===== config.mk =====
export PLATFORM = sky130hd
export DESIGN_NAME = tcw_engine
export DESIGN_NICKNAME = d
export VERILOG_FILES = /design/src/rtl/core/tcw_pkg.sv /design/src/rtl/core/tcw_engine.sv
export VERILOG_INCLUDE_DIRS = /design/src /design/src/rtl/core
export SDC_FILE = /design/constraint.sdc
export NUM_CORES = 1
export LEC_CHECK = 0
export ABC_AREA = 1
export BUFFER_PORTS_ARGS = -buffer_cell sky130_fd_sc_hd__buf_2
export CORE_MARGIN = 2
export CORE_UTILIZATION = 65
export DETAILED_ROUTE_END_ITERATION = 8
export GPL_ROUTABILITY_DRIVEN = 0
export PLACE_DENSITY = 0.92
export SKIP_LAST_GASP = 1
export SYNTH_ARGS = -nofsm -noshare
export SYNTH_HDL_FRONTEND = slang
export SYNTH_SLANG_ARGS = --single-unit

===== constraint.sdc =====
create_clock -name clk -period 9.8 [get_ports clk]
set_clock_uncertainty 0.2 [all_clocks]
set_input_delay 1.47 -clock clk [delete_from_list [all_inputs] [get_ports clk]]
set_output_delay 1.47 -clock clk [all_outputs]
set_load 0.02 [all_outputs]

===== src/rtl/core/text_console_writer_defines.svh =====
// Assertion macros shared by the text console writer RTL.
// Each expects clk and rst_n (active low) in scope at the point of use.
`ifndef TEXT_CONSOLE_WRITER_DEFINES_SVH
`define TEXT_CONSOLE_WRITER_DEFINES_SVH

// Same-cycle implication, disabled during reset
`define TCW_CHECK(label, ante, cons, msg) \
  label: assert property (@(posedge clk) disable iff (!rst_n) (ante) |-> (cons)) \
    else $error(msg);

// Next-cycle implication, disabled during reset
`define TCW_CHECK_NEXT(label, ante, cons, msg) \
  label: assert property (@(posedge clk) disable iff (!rst_n) (ante) |=> (cons)) \
    else $error(msg);

`endif


===== src/rtl/core/tcw_pkg.sv =====
// Shared types and constants for the text console writer.
// No dependencies; imported by every module of the block.
`timescale 1ns / 1ps
`default_nettype none

package tcw_pkg;

  // Store geometry and put-char behavior
  localparam int SCREEN_CELLS = 2048;
  localparam int TAB_SPACES   = 4;
  localparam int LIN_W        = 14;   // linear cell index, holds 64 * 128
  localparam int MAX_COLS     = 128;
  localparam int MAX_ROWS     = 64;

  // Stream payload widths (whole bytes)
  localparam int IN_W  = 48;
  localparam int OUT_W = 64;

  // Register reset values
  localparam logic [7:0] COLS_RST = 8'd80;
  localparam logic [6:0] ROWS_RST = 7'd25;
  localparam logic [7:0] ATTR_RST = 8'd7;

  // Register indexes
  localparam logic [2:0] CFG_COLUMNS = 3'd0;
  localparam logic [2:0] CFG_ROWS    = 3'd1;
  localparam logic [2:0] CFG_ATTR    = 3'd2;
  localparam logic [2:0] CFG_CURS_EN = 3'd3;
  localparam logic [2:0] CFG_PRIMARY = 3'd4;

  // Control characters
  localparam logic [7:0] CH_NUL   = 8'h00;
  localparam logic [7:0] CH_BS    = 8'h08;
  localparam logic [7:0] CH_TAB   = 8'h09;
  localparam logic [7:0] CH_LF    = 8'h0A;
  localparam logic [7:0] CH_CR    = 8'h0D;
  localparam logic [7:0] CH_SPACE = 8'h20;

  // Request kinds
  typedef enum logic [2:0] {
    REQ_PUT   = 3'd0,
    REQ_SET   = 3'd1,
    REQ_CLEAR = 3'd2,
    REQ_BOX   = 3'd3,
    REQ_READ  = 3'd4
  } tcw_req_kind_t;

  // Effective configuration seen by the engine
  typedef struct packed {
    logic [7:0] ncols;    // 1..128
    logic [6:0] nrows;    // 1..64
    logic [7:0] attr;
    logic       show_en;  // cursor enable and primary display
  } tcw_cfg_t;

  typedef struct packed {
    logic [2:0] req_type;
    logic [7:0] char_code;
    logic [6:0] col;
    logic [5:0] row;
    logic [7:0] col_end;
    logic [6:0] row_end;
    logic [7:0] box_attr;
  } tcw_req_t;

  typedef struct packed {
    logic [7:0]  cursor_col;
    logic [5:0]  cursor_row;
    logic [12:0] cursor_addr;
    logic        cursor_show;
    logic [7:0]  cell_char;
    logic [7:0]  cell_attr;
    logic [15:0] scroll_count;
  } tcw_res_t;

  // Cell store write port
  typedef struct packed {
    logic             en;
    logic [LIN_W-1:0] addr;
    logic [15:0]      data;
  } tcw_wr_t;

endpackage

`default_nettype wire


===== src/rtl/core/tcw_engine.sv =====
// Request sequencer: cursor, scroll counter and walks over the cell store.
// Depends on tcw_pkg and text_console_writer_defines.svh; drives tcw_cell_store.
`timescale 1ns / 1ps
`default_nettype none
`include "text_console_writer_defines.svh"

module tcw_engine (
  input  logic                      clk,
  input  logic                      rst_n,
  input  tcw_pkg::tcw_cfg_t         cfg,
  input  logic                      req_valid,
  output logic                      req_ready,
  input  tcw_pkg::tcw_req_t         req,
  output logic                      res_valid,
  input  logic                      res_ready,
  output tcw_pkg::tcw_res_t         res,
  output tcw_pkg::tcw_wr_t          mem_wr,
  output logic [tcw_pkg::LIN_W-1:0] mem_rd_addr,
  input  logic [15:0]               mem_rd_data
);
  import tcw_pkg::*;

  localparam int TAB_CW = (TAB_SPACES > 1) ? $clog2(TAB_SPACES) : 1;

  typedef enum logic [3:0] {
    S_IDLE, S_START, S_WRAP, S_PUT_MUL, S_PUT_ACT,
    S_SC_MUL, S_SC_PREP, S_SC_RUN, S_CLR_INIT, S_CLR_RUN,
    S_BOX_INIT, S_BOX_RUN, S_RD_ISSUE, S_RD_WAIT, S_FIN, S_RES
  } state_t;

  typedef enum logic [1:0] {WK_FILL, WK_COPY, WK_BOX} wkind_t;

  state_t            state_r, state_nxt;
  tcw_req_t          req_r, req_nxt;
  logic [7:0]        cur_col_r, cur_col_nxt;
  logic [5:0]        cur_row_r, cur_row_nxt;
  logic [15:0]       scroll_r, scroll_nxt;
  logic              moved_r, moved_nxt;
  logic [15:0]       cell_r, cell_nxt;
  logic [TAB_CW-1:0] tab_r, tab_nxt;
  logic              ret_put_r, ret_put_nxt;
  logic [LIN_W-1:0]  mul_r, mul_nxt;
  logic [LIN_W-1:0]  a_r, a_nxt;
  logic [LIN_W-1:0]  total_r, total_nxt;
  logic [LIN_W-1:0]  limit_r, limit_nxt;
  logic [LIN_W-1:0]  base_r, base_nxt;
  logic [7:0]        bcol_r, bcol_nxt;
  logic [6:0]        brow_r, brow_nxt;
  logic [7:0]        c1e_r, c1e_nxt;
  logic [6:0]        r1e_r, r1e_nxt;

  // write stage, the cycle after the read issue
  logic              p_valid_r, p_valid_nxt;
  wkind_t            p_kind_r, p_kind_nxt;
  logic [LIN_W-1:0]  p_addr_r, p_addr_nxt;
  logic [15:0]       p_fill_r, p_fill_nxt;

  logic [7:0]        nc;
  logic [6:0]        nr;
  logic [LIN_W-1:0]  nc_lin;
  logic [15:0]       blank;
  logic [6:0]        mul_a;
  logic [14:0]       mul_full;
  logic [6:0]        row_inc;
  logic [6:0]        last_row;
  logic              nl_scroll;
  logic              row_in_range;
  logic [LIN_W-1:0]  put_addr;
  logic [LIN_W-1:0]  a_inc;
  logic [7:0]        c0_ext;
  logic [6:0]        r0_ext;

  assign nc       = cfg.ncols;
  assign nr       = cfg.nrows;
  assign nc_lin   = LIN_W'(nc);
  assign blank    = {cfg.attr, CH_SPACE};
  assign mul_full = {8'b0, mul_a} * {7'b0, nc};
  assign mul_nxt  = mul_full[LIN_W-1:0];
  assign row_inc  = {1'b0, cur_row_r} + 7'd1;
  assign last_row = nr - 7'd1;
  assign nl_scroll    = (row_inc >= nr);
  assign row_in_range = ({1'b0, cur_row_r} < nr);
  assign put_addr = mul_r + LIN_W'(cur_col_r);
  assign a_inc    = a_r + LIN_W'(1);
  assign c0_ext   = {1'b0, req_r.col};
  assign r0_ext   = {1'b0, req_r.row};

  assign req_ready = (state_r == S_IDLE);
  assign res_valid = (state_r == S_RES);

  // Result fields
  always_comb begin
    res.cursor_col   = cur_col_r;
    res.cursor_row   = cur_row_r;
    res.cursor_addr  = put_addr[12:0];
    res.cursor_show  = moved_r & cfg.show_en;
    res.cell_char    = cell_r[7:0];
    res.cell_attr    = cell_r[15:8];
    res.scroll_count = scroll_r;
  end

  // Write stage: merge read data for copy and attribute paint
  always_comb begin
    mem_wr.en   = p_valid_r;
    mem_wr.addr = p_addr_r;
    case (p_kind_r)
      WK_COPY: mem_wr.data = mem_rd_data;
      WK_BOX:  mem_wr.data = {req_r.box_attr, mem_rd_data[7:0]};
      default: mem_wr.data = p_fill_r;
    endcase
  end

  // Sequencer
  always_comb begin
    state_nxt   = state_r;
    req_nxt     = req_r;
    cur_col_nxt = cur_col_r;
    cur_row_nxt = cur_row_r;
    scroll_nxt  = scroll_r;
    moved_nxt   = moved_r;
    cell_nxt    = cell_r;
    tab_nxt     = tab_r;
    ret_put_nxt = ret_put_r;
    a_nxt       = a_r;
    total_nxt   = total_r;
    limit_nxt   = limit_r;
    base_nxt    = base_r;
    bcol_nxt    = bcol_r;
    brow_nxt    = brow_r;
    c1e_nxt     = c1e_r;
    r1e_nxt     = r1e_r;
    mul_a       = {1'b0, cur_row_r};
    mem_rd_addr = '0;
    p_valid_nxt = 1'b0;
    p_kind_nxt  = WK_FILL;
    p_addr_nxt  = '0;
    p_fill_nxt  = blank;

    case (state_r)
      S_IDLE: begin
        if (req_valid) begin
          req_nxt   = req;
          moved_nxt = 1'b0;
          cell_nxt  = 16'h0000;
          state_nxt = S_START;
        end
      end

      S_START: begin
        case (req_r.req_type)
          REQ_PUT: begin
            // cursor below the screen snaps to the last row, not a move
            if (!row_in_range) begin
              cur_row_nxt = last_row[5:0];
            end
            tab_nxt   = TAB_CW'(TAB_SPACES - 1);
            state_nxt = S_WRAP;
          end
          REQ_SET: begin
            cur_col_nxt = (c0_ext > nc) ? nc : c0_ext;
            cur_row_nxt = (r0_ext >= nr) ? last_row[5:0] : req_r.row;
            moved_nxt   = 1'b1;
            state_nxt   = S_FIN;
          end
          REQ_CLEAR: begin
            mul_a     = nr;
            state_nxt = S_CLR_INIT;
          end
          REQ_BOX: begin
            mul_a     = r0_ext;
            c1e_nxt   = (req_r.col_end > nc) ? nc : req_r.col_end;
            r1e_nxt   = (req_r.row_end > nr) ? nr : req_r.row_end;
            state_nxt = S_BOX_INIT;
          end
          REQ_READ: begin
            mul_a     = r0_ext;
            state_nxt = S_RD_ISSUE;
          end
          default: state_nxt = S_FIN;
        endcase
      end

      // pending wrap: next line, then back to the character
      S_WRAP: begin
        if (cur_col_r >= nc) begin
          if (nl_scroll) begin
            ret_put_nxt = 1'b1;
            state_nxt   = S_SC_MUL;
          end else begin
            cur_col_nxt = 8'd0;
            cur_row_nxt = row_inc[5:0];
            moved_nxt   = 1'b1;
            state_nxt   = S_PUT_MUL;
          end
        end else begin
          state_nxt = S_PUT_MUL;
        end
      end

      S_PUT_MUL: state_nxt = S_PUT_ACT;

      S_PUT_ACT: begin
        state_nxt = S_FIN;
        case (req_r.char_code)
          CH_TAB: begin
            p_valid_nxt = 1'b1;
            p_addr_nxt  = put_addr;
            cur_col_nxt = cur_col_r + 8'd1;
            moved_nxt   = 1'b1;
            if (tab_r != '0) begin
              tab_nxt   = tab_r - TAB_CW'(1);
              state_nxt = S_WRAP;
            end
          end
          CH_LF: begin
            if (nl_scroll) begin
              ret_put_nxt = 1'b0;
              state_nxt   = S_SC_MUL;
            end else begin
              cur_col_nxt = 8'd0;
              cur_row_nxt = row_inc[5:0];
              moved_nxt   = 1'b1;
            end
          end
          CH_BS: begin
            if (cur_col_r == 8'd0) begin
              // step back over the row end; nothing at home
              if (cur_row_r != 6'd0) begin
                p_valid_nxt = 1'b1;
                p_addr_nxt  = mul_r - LIN_W'(1);
                cur_col_nxt = nc - 8'd1;
                cur_row_nxt = cur_row_r - 6'd1;
                moved_nxt   = 1'b1;
              end
            end else begin
              p_valid_nxt = 1'b1;
              p_addr_nxt  = put_addr - LIN_W'(1);
              cur_col_nxt = cur_col_r - 8'd1;
              moved_nxt   = 1'b1;
            end
          end
          CH_NUL, CH_CR: ;
          default: begin
            p_valid_nxt = 1'b1;
            p_addr_nxt  = put_addr;
            p_fill_nxt  = {cfg.attr, req_r.char_code};
            cur_col_nxt = cur_col_r + 8'd1;
            moved_nxt   = 1'b1;
          end
        endcase
      end

      // scroll: copy cell a+cols down to a, then blank the last row
      S_SC_MUL: begin
        mul_a     = nr;
        state_nxt = S_SC_PREP;
      end

      S_SC_PREP: begin
        total_nxt = mul_r;
        limit_nxt = mul_r - nc_lin;
        a_nxt     = '0;
        state_nxt = S_SC_RUN;
      end

      S_SC_RUN: begin
        p_valid_nxt = 1'b1;
        p_addr_nxt  = a_r;
        if (a_r < limit_r) begin
          mem_rd_addr = a_r + nc_lin;
          p_kind_nxt  = WK_COPY;
        end
        a_nxt = a_inc;
        if (a_inc == total_r) begin
          cur_col_nxt = 8'd0;
          cur_row_nxt = last_row[5:0];
          scroll_nxt  = scroll_r + 16'd1;
          moved_nxt   = 1'b1;
          state_nxt   = ret_put_r ? S_PUT_MUL : S_FIN;
        end
      end

      S_CLR_INIT: begin
        total_nxt = mul_r;
        a_nxt     = '0;
        state_nxt = S_CLR_RUN;
      end

      S_CLR_RUN: begin
        p_valid_nxt = 1'b1;
        p_addr_nxt  = a_r;
        a_nxt       = a_inc;
        if (a_inc == total_r) begin
          cur_col_nxt = 8'd0;
          cur_row_nxt = 6'd0;
          scroll_nxt  = 16'd0;
          moved_nxt   = 1'b1;
          state_nxt   = S_FIN;
        end
      end

      S_BOX_INIT: begin
        base_nxt = mul_r;
        bcol_nxt = c0_ext;
        brow_nxt = r0_ext;
        if ((c0_ext >= c1e_r) || (r0_ext >= r1e_r)) begin
          state_nxt = S_FIN;
        end else begin
          state_nxt = S_BOX_RUN;
        end
      end

      // one cell a cycle: read here, merged write next cycle
      S_BOX_RUN: begin
        mem_rd_addr = base_r + LIN_W'(bcol_r);
        p_valid_nxt = 1'b1;
        p_kind_nxt  = WK_BOX;
        p_addr_nxt  = base_r + LIN_W'(bcol_r);
        if ((bcol_r + 8'd1) == c1e_r) begin
          bcol_nxt = c0_ext;
          brow_nxt = brow_r + 7'd1;
          base_nxt = base_r + nc_lin;
          if ((brow_r + 7'd1) == r1e_r) begin
            state_nxt = S_FIN;
          end
        end else begin
          bcol_nxt = bcol_r + 8'd1;
        end
      end

      S_RD_ISSUE: begin
        if ((c0_ext < nc) && (r0_ext < nr)) begin
          mem_rd_addr = mul_r + LIN_W'(req_r.col);
          state_nxt   = S_RD_WAIT;
        end else begin
          state_nxt = S_FIN;
        end
      end

      S_RD_WAIT: begin
        cell_nxt  = mem_rd_data;
        state_nxt = S_FIN;
      end

      // product of cursor row and columns lands for the result
      S_FIN: state_nxt = S_RES;

      S_RES: begin
        if (res_ready) begin
          state_nxt = S_IDLE;
        end
      end

      default: state_nxt = S_IDLE;
    endcase
  end

  // State and registered outputs
  always_ff @(posedge clk) begin
    req_r     <= req_nxt;
    cell_r    <= cell_nxt;
    tab_r     <= tab_nxt;
    ret_put_r <= ret_put_nxt;
    mul_r     <= mul_nxt;
    a_r       <= a_nxt;
    total_r   <= total_nxt;
    limit_r   <= limit_nxt;
    base_r    <= base_nxt;
    bcol_r    <= bcol_nxt;
    brow_r    <= brow_nxt;
    c1e_r     <= c1e_nxt;
    r1e_r     <= r1e_nxt;
    p_kind_r  <= p_kind_nxt;
    p_addr_r  <= p_addr_nxt;
    p_fill_r  <= p_fill_nxt;
    if (!rst_n) begin
      state_r   <= S_IDLE;
      cur_col_r <= 8'd0;
      cur_row_r <= 6'd0;
      scroll_r  <= 16'd0;
      moved_r   <= 1'b0;
      p_valid_r <= 1'b0;
    end else begin
      state_r   <= state_nxt;
      cur_col_r <= cur_col_nxt;
      cur_row_r <= cur_row_nxt;
      scroll_r  <= scroll_nxt;
      moved_r   <= moved_nxt;
      p_valid_r <= p_valid_nxt;
    end
  end

  // Checks
  `TCW_CHECK_NEXT(a_accept_starts, req_valid && req_ready, state_r == S_START, "accepted beat did not start a request")
  `TCW_CHECK(a_idle_no_write, state_r == S_IDLE, !p_valid_r, "cell write still pending while idle")
  `TCW_CHECK(a_put_row_on_screen, state_r == S_RES && req_r.req_type == REQ_PUT, row_in_range, "put char left the cursor below the screen")
  `TCW_CHECK_NEXT(a_idle_scroll_hold, state_r == S_IDLE, $stable(scroll_r), "scroll count moved while idle")

endmodule

`default_nettype wire


### After elaboration in Yosys (flattened, before gate mapping)

Index checks and enable logic that the tools add are counted.

* bitwise operators: 2
* muxes and demuxes: 84
* eq/ne operators: 50
* order comparisons: 12
* add/subtract/negate cells: 19
* $mul: 1
* reductions and logical operators: 35

Operator list (count)
* case mux 16 bit (2 select lines): 3
* case mux 14 bit (2 select lines): 3
* case mux 14 bit (3 select lines): 2
* 2-to-1 mux 8 bit: 9
* 2-to-1 mux 14 bit: 5
* case mux 4 bit (16 select lines): 1
* adder 14 x 8 -> 14 bit: 4
* 2-to-1 mux 16 bit: 3
* 2-to-1 mux 6 bit: 8
* case mux 7 bit (2 select lines): 3
* 2-to-1 mux 4 bit: 10
* equality test 4 bit, second input constant: 8
* equality test 8 x 4 -> 1 bit, second input constant: 4
* case mux 8 bit (4 select lines): 1
* case mux 6 bit (5 select lines): 1
* subtractor 14 x 1 -> 14 bit, second input constant: 2
* case mux 6 bit (2 select lines): 2
* case mux 8 bit (3 select lines): 1
* != test 2 bit, second input constant: 11
* adder 16 x 1 -> 16 bit, second input constant: 1
* adder 8 x 1 -> 8 bit, second input constant: 2
* equality test 4 x 3 -> 1 bit, second input constant: 4
* zero test 8 bit: 2
* case mux 4 bit (4 select lines): 1
* 63 further kinds: 112

* logic and storage cells: 232
* input port bits: 91
* output and inout port bits: 107
* bits in registers: 234

### Depth between registers and ports, before layout

* depth in word-level cells: 5
* mapped depth: 30
* gate-level depth less buffers: 29

### Worst setup path after synthesis

No wires, ideal clock.

* path kind: input -> register
* start point: input cfg[13] (netlist bit)
* end point: register mul_r[13]
* required time: 9.528 ns
* stages on the path: 21
* library setup time: 0.072 ns
* buffers on the path: 0
* data arrival time: 5.707 ns
* slack: 3.822 ns
* cell sequence: inv_1 > o21ai_0 > a21oi_1 > o221ai_1 > nand2_1 > fa_1 > fa_1 > inv_1 > fa_1 > inv_1 > fa_1 > inv_1 > ha_1 > a21oi_1 > o21ai_0 > a21oi_1 > o21ai_0 > a21oi_1 > nor2_1 > nor2_1 > xor2_1

* cells in the longest elaborated chain, start to end: 3

RTL lines
* from (decl): line tcw_engine.sv:10 `input tcw_pkg::tcw_cfg_t cfg,`
* case mux 7 bit (2 select lines): line tcw_engine.sv:150 `case (req_r.req_type)`
* case mux 7 bit (2 select lines) (*): line tcw_engine.sv:139 `case (state_r)`
* multiplier 7 x 8 -> 14 bit (*): line tcw_engine.sv:77 `assign mul_full = {8'b0, mul_a} * {7'b0, nc};`
* named net mul_full[13]: line tcw_engine.sv:63 `logic [14:0] mul_full;`
* to (signal assigned): line tcw_engine.sv:364 `mul_r <= mul_nxt;`
* to (decl): line tcw_engine.sv:42 `logic [LIN_W-1:0] mul_r, mul_nxt;`

The timed path passes the listed nets; every way through them passes the cells marked *.
A chain may end at the register's enable or synchronous reset.

### Worst setup path in the final report

* start point: register req_r[46] (netlist bit)
* end point: register mul_r[13]

* cells in the longest elaborated chain, start to end: 5
* elaborated cells on any way between the ends: 7
* those cells by class: mul: 1; eq/ne: 3; mux: 2; reduce/logical: 1

RTL lines
* from (decl): line tcw_engine.sv:34 `tcw_req_t req_r, req_nxt;`
* from (signal assigned): line tcw_engine.sv:360 `req_r <= req_nxt;`
* equality test 3 bit / equality test 3 x 2 -> 1 bit (equally long branches): line tcw_engine.sv:150
* OR reduction 2 bit (no source line)
* case mux 7 bit (2 select lines) (*): line tcw_engine.sv:150
* case mux 7 bit (2 select lines) (*): line tcw_engine.sv:139
* multiplier 7 x 8 -> 14 bit (*): line tcw_engine.sv:77
* named net mul_full[13]: line tcw_engine.sv:63

Marks and branches as above.

==> run_results.csv <==
group,metric,value,unit
status,violations,"design-rule violations",
power,combPwrFrac,53.7,%
detailed_routing,wl_per_cell,18.9,um
logic_synthesis,synth_top_cell_area_share,24.5,%
place,placed_cells,3052,
final_layout,mostFrequentLayoutCells,"nand2_1 (594), inv_1 (353), nor2_1 (282)",
sta,period_needed,6.76,ns
worst_hold_path,hold_path_class,"register to register",
worst_setup_path,startpoint_type,"register",
place,portBuffers,197,
status,status,"finished, violations left",
global_routing,grt_pass1_wl,91600,um
detailed_routing,ant_nets,0,
power,leakage,10.4,nW
detailed_routing,vias,19200,
place,hpwl,44400,um
sta,worst_pin_slew,1.27,ns
final_layout,utilization,74.3,%
floorplanning,start_util,66.4,%
final_layout,final_area,20800,um^2
sta,whs,0.255,ns
worst_setup_path,cpMostUsedCell,"inv_1",
logic_synthesis,syn_area,18600,um^2
logic_synthesis,syn_inst,2518,
logic_synthesis,synth_compound_area_share,11.9,%
worst_setup_path,cp_slowest_stage_delay,0.71,ns
detailed_routing,drt_iter0_drc,2776,
final_layout,diodes,0,
power,seqPwrFrac,28.4,%
logic_synthesis,ys_seq_area_share,33.4,%
clock_tree,root_buffer,"clkbuf_16",
logic_synthesis,synthSimpleGateAreaFrac,27.2,%
power,sw_frac_of_total,48.7,%
sta,finalSetupTns,0,ns
final_layout,multi_input_area,10800,um^2
clock_tree,numCtsBuffers,27,
run,maxCapViolCount,0,
worst_setup_path,cp_slowest_cell,"a21oi_1",
sta,grt_setup_unrepaired,"no",
worst_setup_path,cp.arrival,7.04,ns
sta,finalCritPeriodShare,69.0,%
clock_tree,postCtsSetupRepairBufs,0,
detailed_routing,routed_wl,58500,um
final_layout,area_delta_synth_final,11.8,%
final_layout,instances_no_fill,3102,
floorplanning,core_area,28000,um^2
clock_tree,hold_buffers,0,
final_layout,regArea,6210,um^2
logic_synthesis,synth_top_family_by_area,"simple AND/OR/NAND/NOR gates",
power,p_clk_share,17.9,%
clock_tree,cts_tree,"done",
worst_setup_path,worst_setup_path_end_kind,"register",
sta,slew_viol_final,0,
global_routing,grt.total_usage,37.9,%
sta,slew_headroom,15.1,%
detailed_routing,vias_per_cell,6.20,
logic_synthesis,synth.area.top_cells,"edfxtp_1 (25%), nand2_1 (12%), ha_1 (11%), dfxtp_1 (8.8%), inv_1 (7.1%)",
logic_synthesis,synth_area_per_cell,7.39,um^2
logic_synthesis,synthMuxAreaShare,0,%
clock_tree,cts_htree_levels,1,
floorplanning,die_y,173,um
clock_tree,path_clk_slew,0.06,ns
clock_tree,clk_latency,0.56,ns
sta,setup_viol,0,
final_layout,final_layout_size_suffix_gt1_share,11.0,%
worst_setup_path,required,10.08,ns
floorplanning,dieWidth,173,um
global_routing,grt_max_degree,36,
sta,hold_violations,0,
clock_tree,cts.sinks,234,
clock_tree,cts_resized,0,
floorplanning,dieArea,30000,um^2
global_routing,grt_pass1_vias,18200,
logic_synthesis,synth_seq_cells,234,
global_routing,antenna_found_initial,0,
logic_synthesis,synth_warnings,0,
power,p_int,2.87,mW
logic_synthesis,synth_nets,2811,
clock_tree,cts_buffer_depth,3,
power,ir_drop,0.205,mV
final_layout,final_common_cell,"nand2_1",
final_layout,nets,2996,
power,p_switching,2.72,mW
global_routing,grt_overflow_total,0,
logic_synthesis,synthDistinctLibCells,55,
place,dpl-instance-area,19900,um^2
logic_synthesis,synthAdderAreaFrac,15.0,%
final_layout,nFillCells,2052,
worst_setup_path,cp_max_fo,12,
floorplanning,rows,61,
power,p_per_area,269,nW/um^2
sta,max_freq,148,MHz
detailed_routing,drc_errors,8,
worst_setup_path,crit_type,"register to register",
floorplanning,io_pins,198,
logic_synthesis,synth_top_area_cell,"edfxtp_1",
logic_synthesis,synth_xor_area_share,3.98,%
detailed_routing,first_pass_iters,9,
==> sequential cells by signal (all words and copies together) (netlist names), 7 cells and up <==
register and flops:
scroll_r 16, mul_r 14, limit_r 14, cur_col_r 8, base_r 14, brow_r 7, bcol_r 8, r1e_r 7
total_r 14, c1e_r 8, req_r 34, cell_r 16, c0_ext 7, a_r 14, p_addr_r 14, p_fill_r 16
==> through the flow <==
stage / setup WS (ns) / total power [mW]
floorplan: 3.82 / 3.63
global placement: 3.24 / 4.31
detailed placement: 3.08 / 4.46
CTS: 3.20 / 5.48
global route: 2.67 / 5.92
finish: 3.04 / 5.60
==> per-layer routing <==
metal	up-vias	wire (um)	GRT usage (%)
li1	8732	-	-
met3	342	7910	7.96
met2	1538	25500	60.1
met5	-	0	0
met1	8635	20600	47.4
met4	0	4460	24.2
==> synthesized netlist by cell type (all sizes together) <==
cell type    n
o2111ai      3
inv        359
clkbuf      33
nand3      169
a211oi       2
nand4       45
nor4         5
or2          8
edfxtp     152
a21oi      167
nor3        36
nand3b      15
dfxtp       82
a311o        1
o21bai       3
and2         1
a221oi       2
o32ai        1
o21a         2
fa          34
a21boi       1
a21o         9
o211ai      37
a22oi        4
nor2       300
a31oi        8
xnor3        1
o221ai       5
o21ai      141
o31ai        3
xnor2       17
o22ai        9
ha         168
and3b        1
buf         17
nand2      606
xor2        65
clkinv       6
==> power by group through the flow <==
stage | clock network, mW | registers, mW | logic (mW)
finish | 1.00 | 1.59 | 3.01
global route | 1.04 | 1.59 | 3.29
CTS | 1.00 | 1.56 | 2.91
detailed placement | 0 | 1.58 | 2.88
global placement | 0 | 1.57 | 2.74
floorplan | 0 | 1.50 | 2.13
==> critical path, delay by kind of cell (launching register included) <==
family	cells	cell delay (ns)
simple gates	6	0.98
flops	1	0.41
compound gates	9	1.80
buf+inv	6	0.62
fa+ha+maj	5	2.52
xor+xnor	1	0.15
==> cell families after synthesis <==
| kind of cell | after synthesis |
|---|---|
| AO/OA/AOI/OAI | 398 |
| buffers and inverters | 415 |
| XOR/XNOR | 83 |
| AND/OR/NAND/NOR | 1186 |
| flip-flops | 234 |
| adder cells (fa/ha/maj) | 202 |
==> final cells by class <==
class	count	area share, %
Clock inverter	15	0.553
Inverter	365	6.59
Tap cell	378	2.27
Timing Repair Buffer	206	5.06
Sequential cell	234	29.8
Clock buffer	35	3.64
Multi-Input combinational cell	1869	52.0
==> worst paths after layout <==
path	end	depth (start not counted)	slack, ns	start
worst min register to register	p_fill_r[5]	2	0.26	req_r[41]
worst max register to register	mul_r[13]	27	3.04	req_r[46]
worst min-delay path	p_fill_r[5]	2	0.26	req_r[41]
worst max-delay path	mul_r[13]	27	3.04	req_r[46]
No activity file was read; power rests on OpenSTA's default activity.
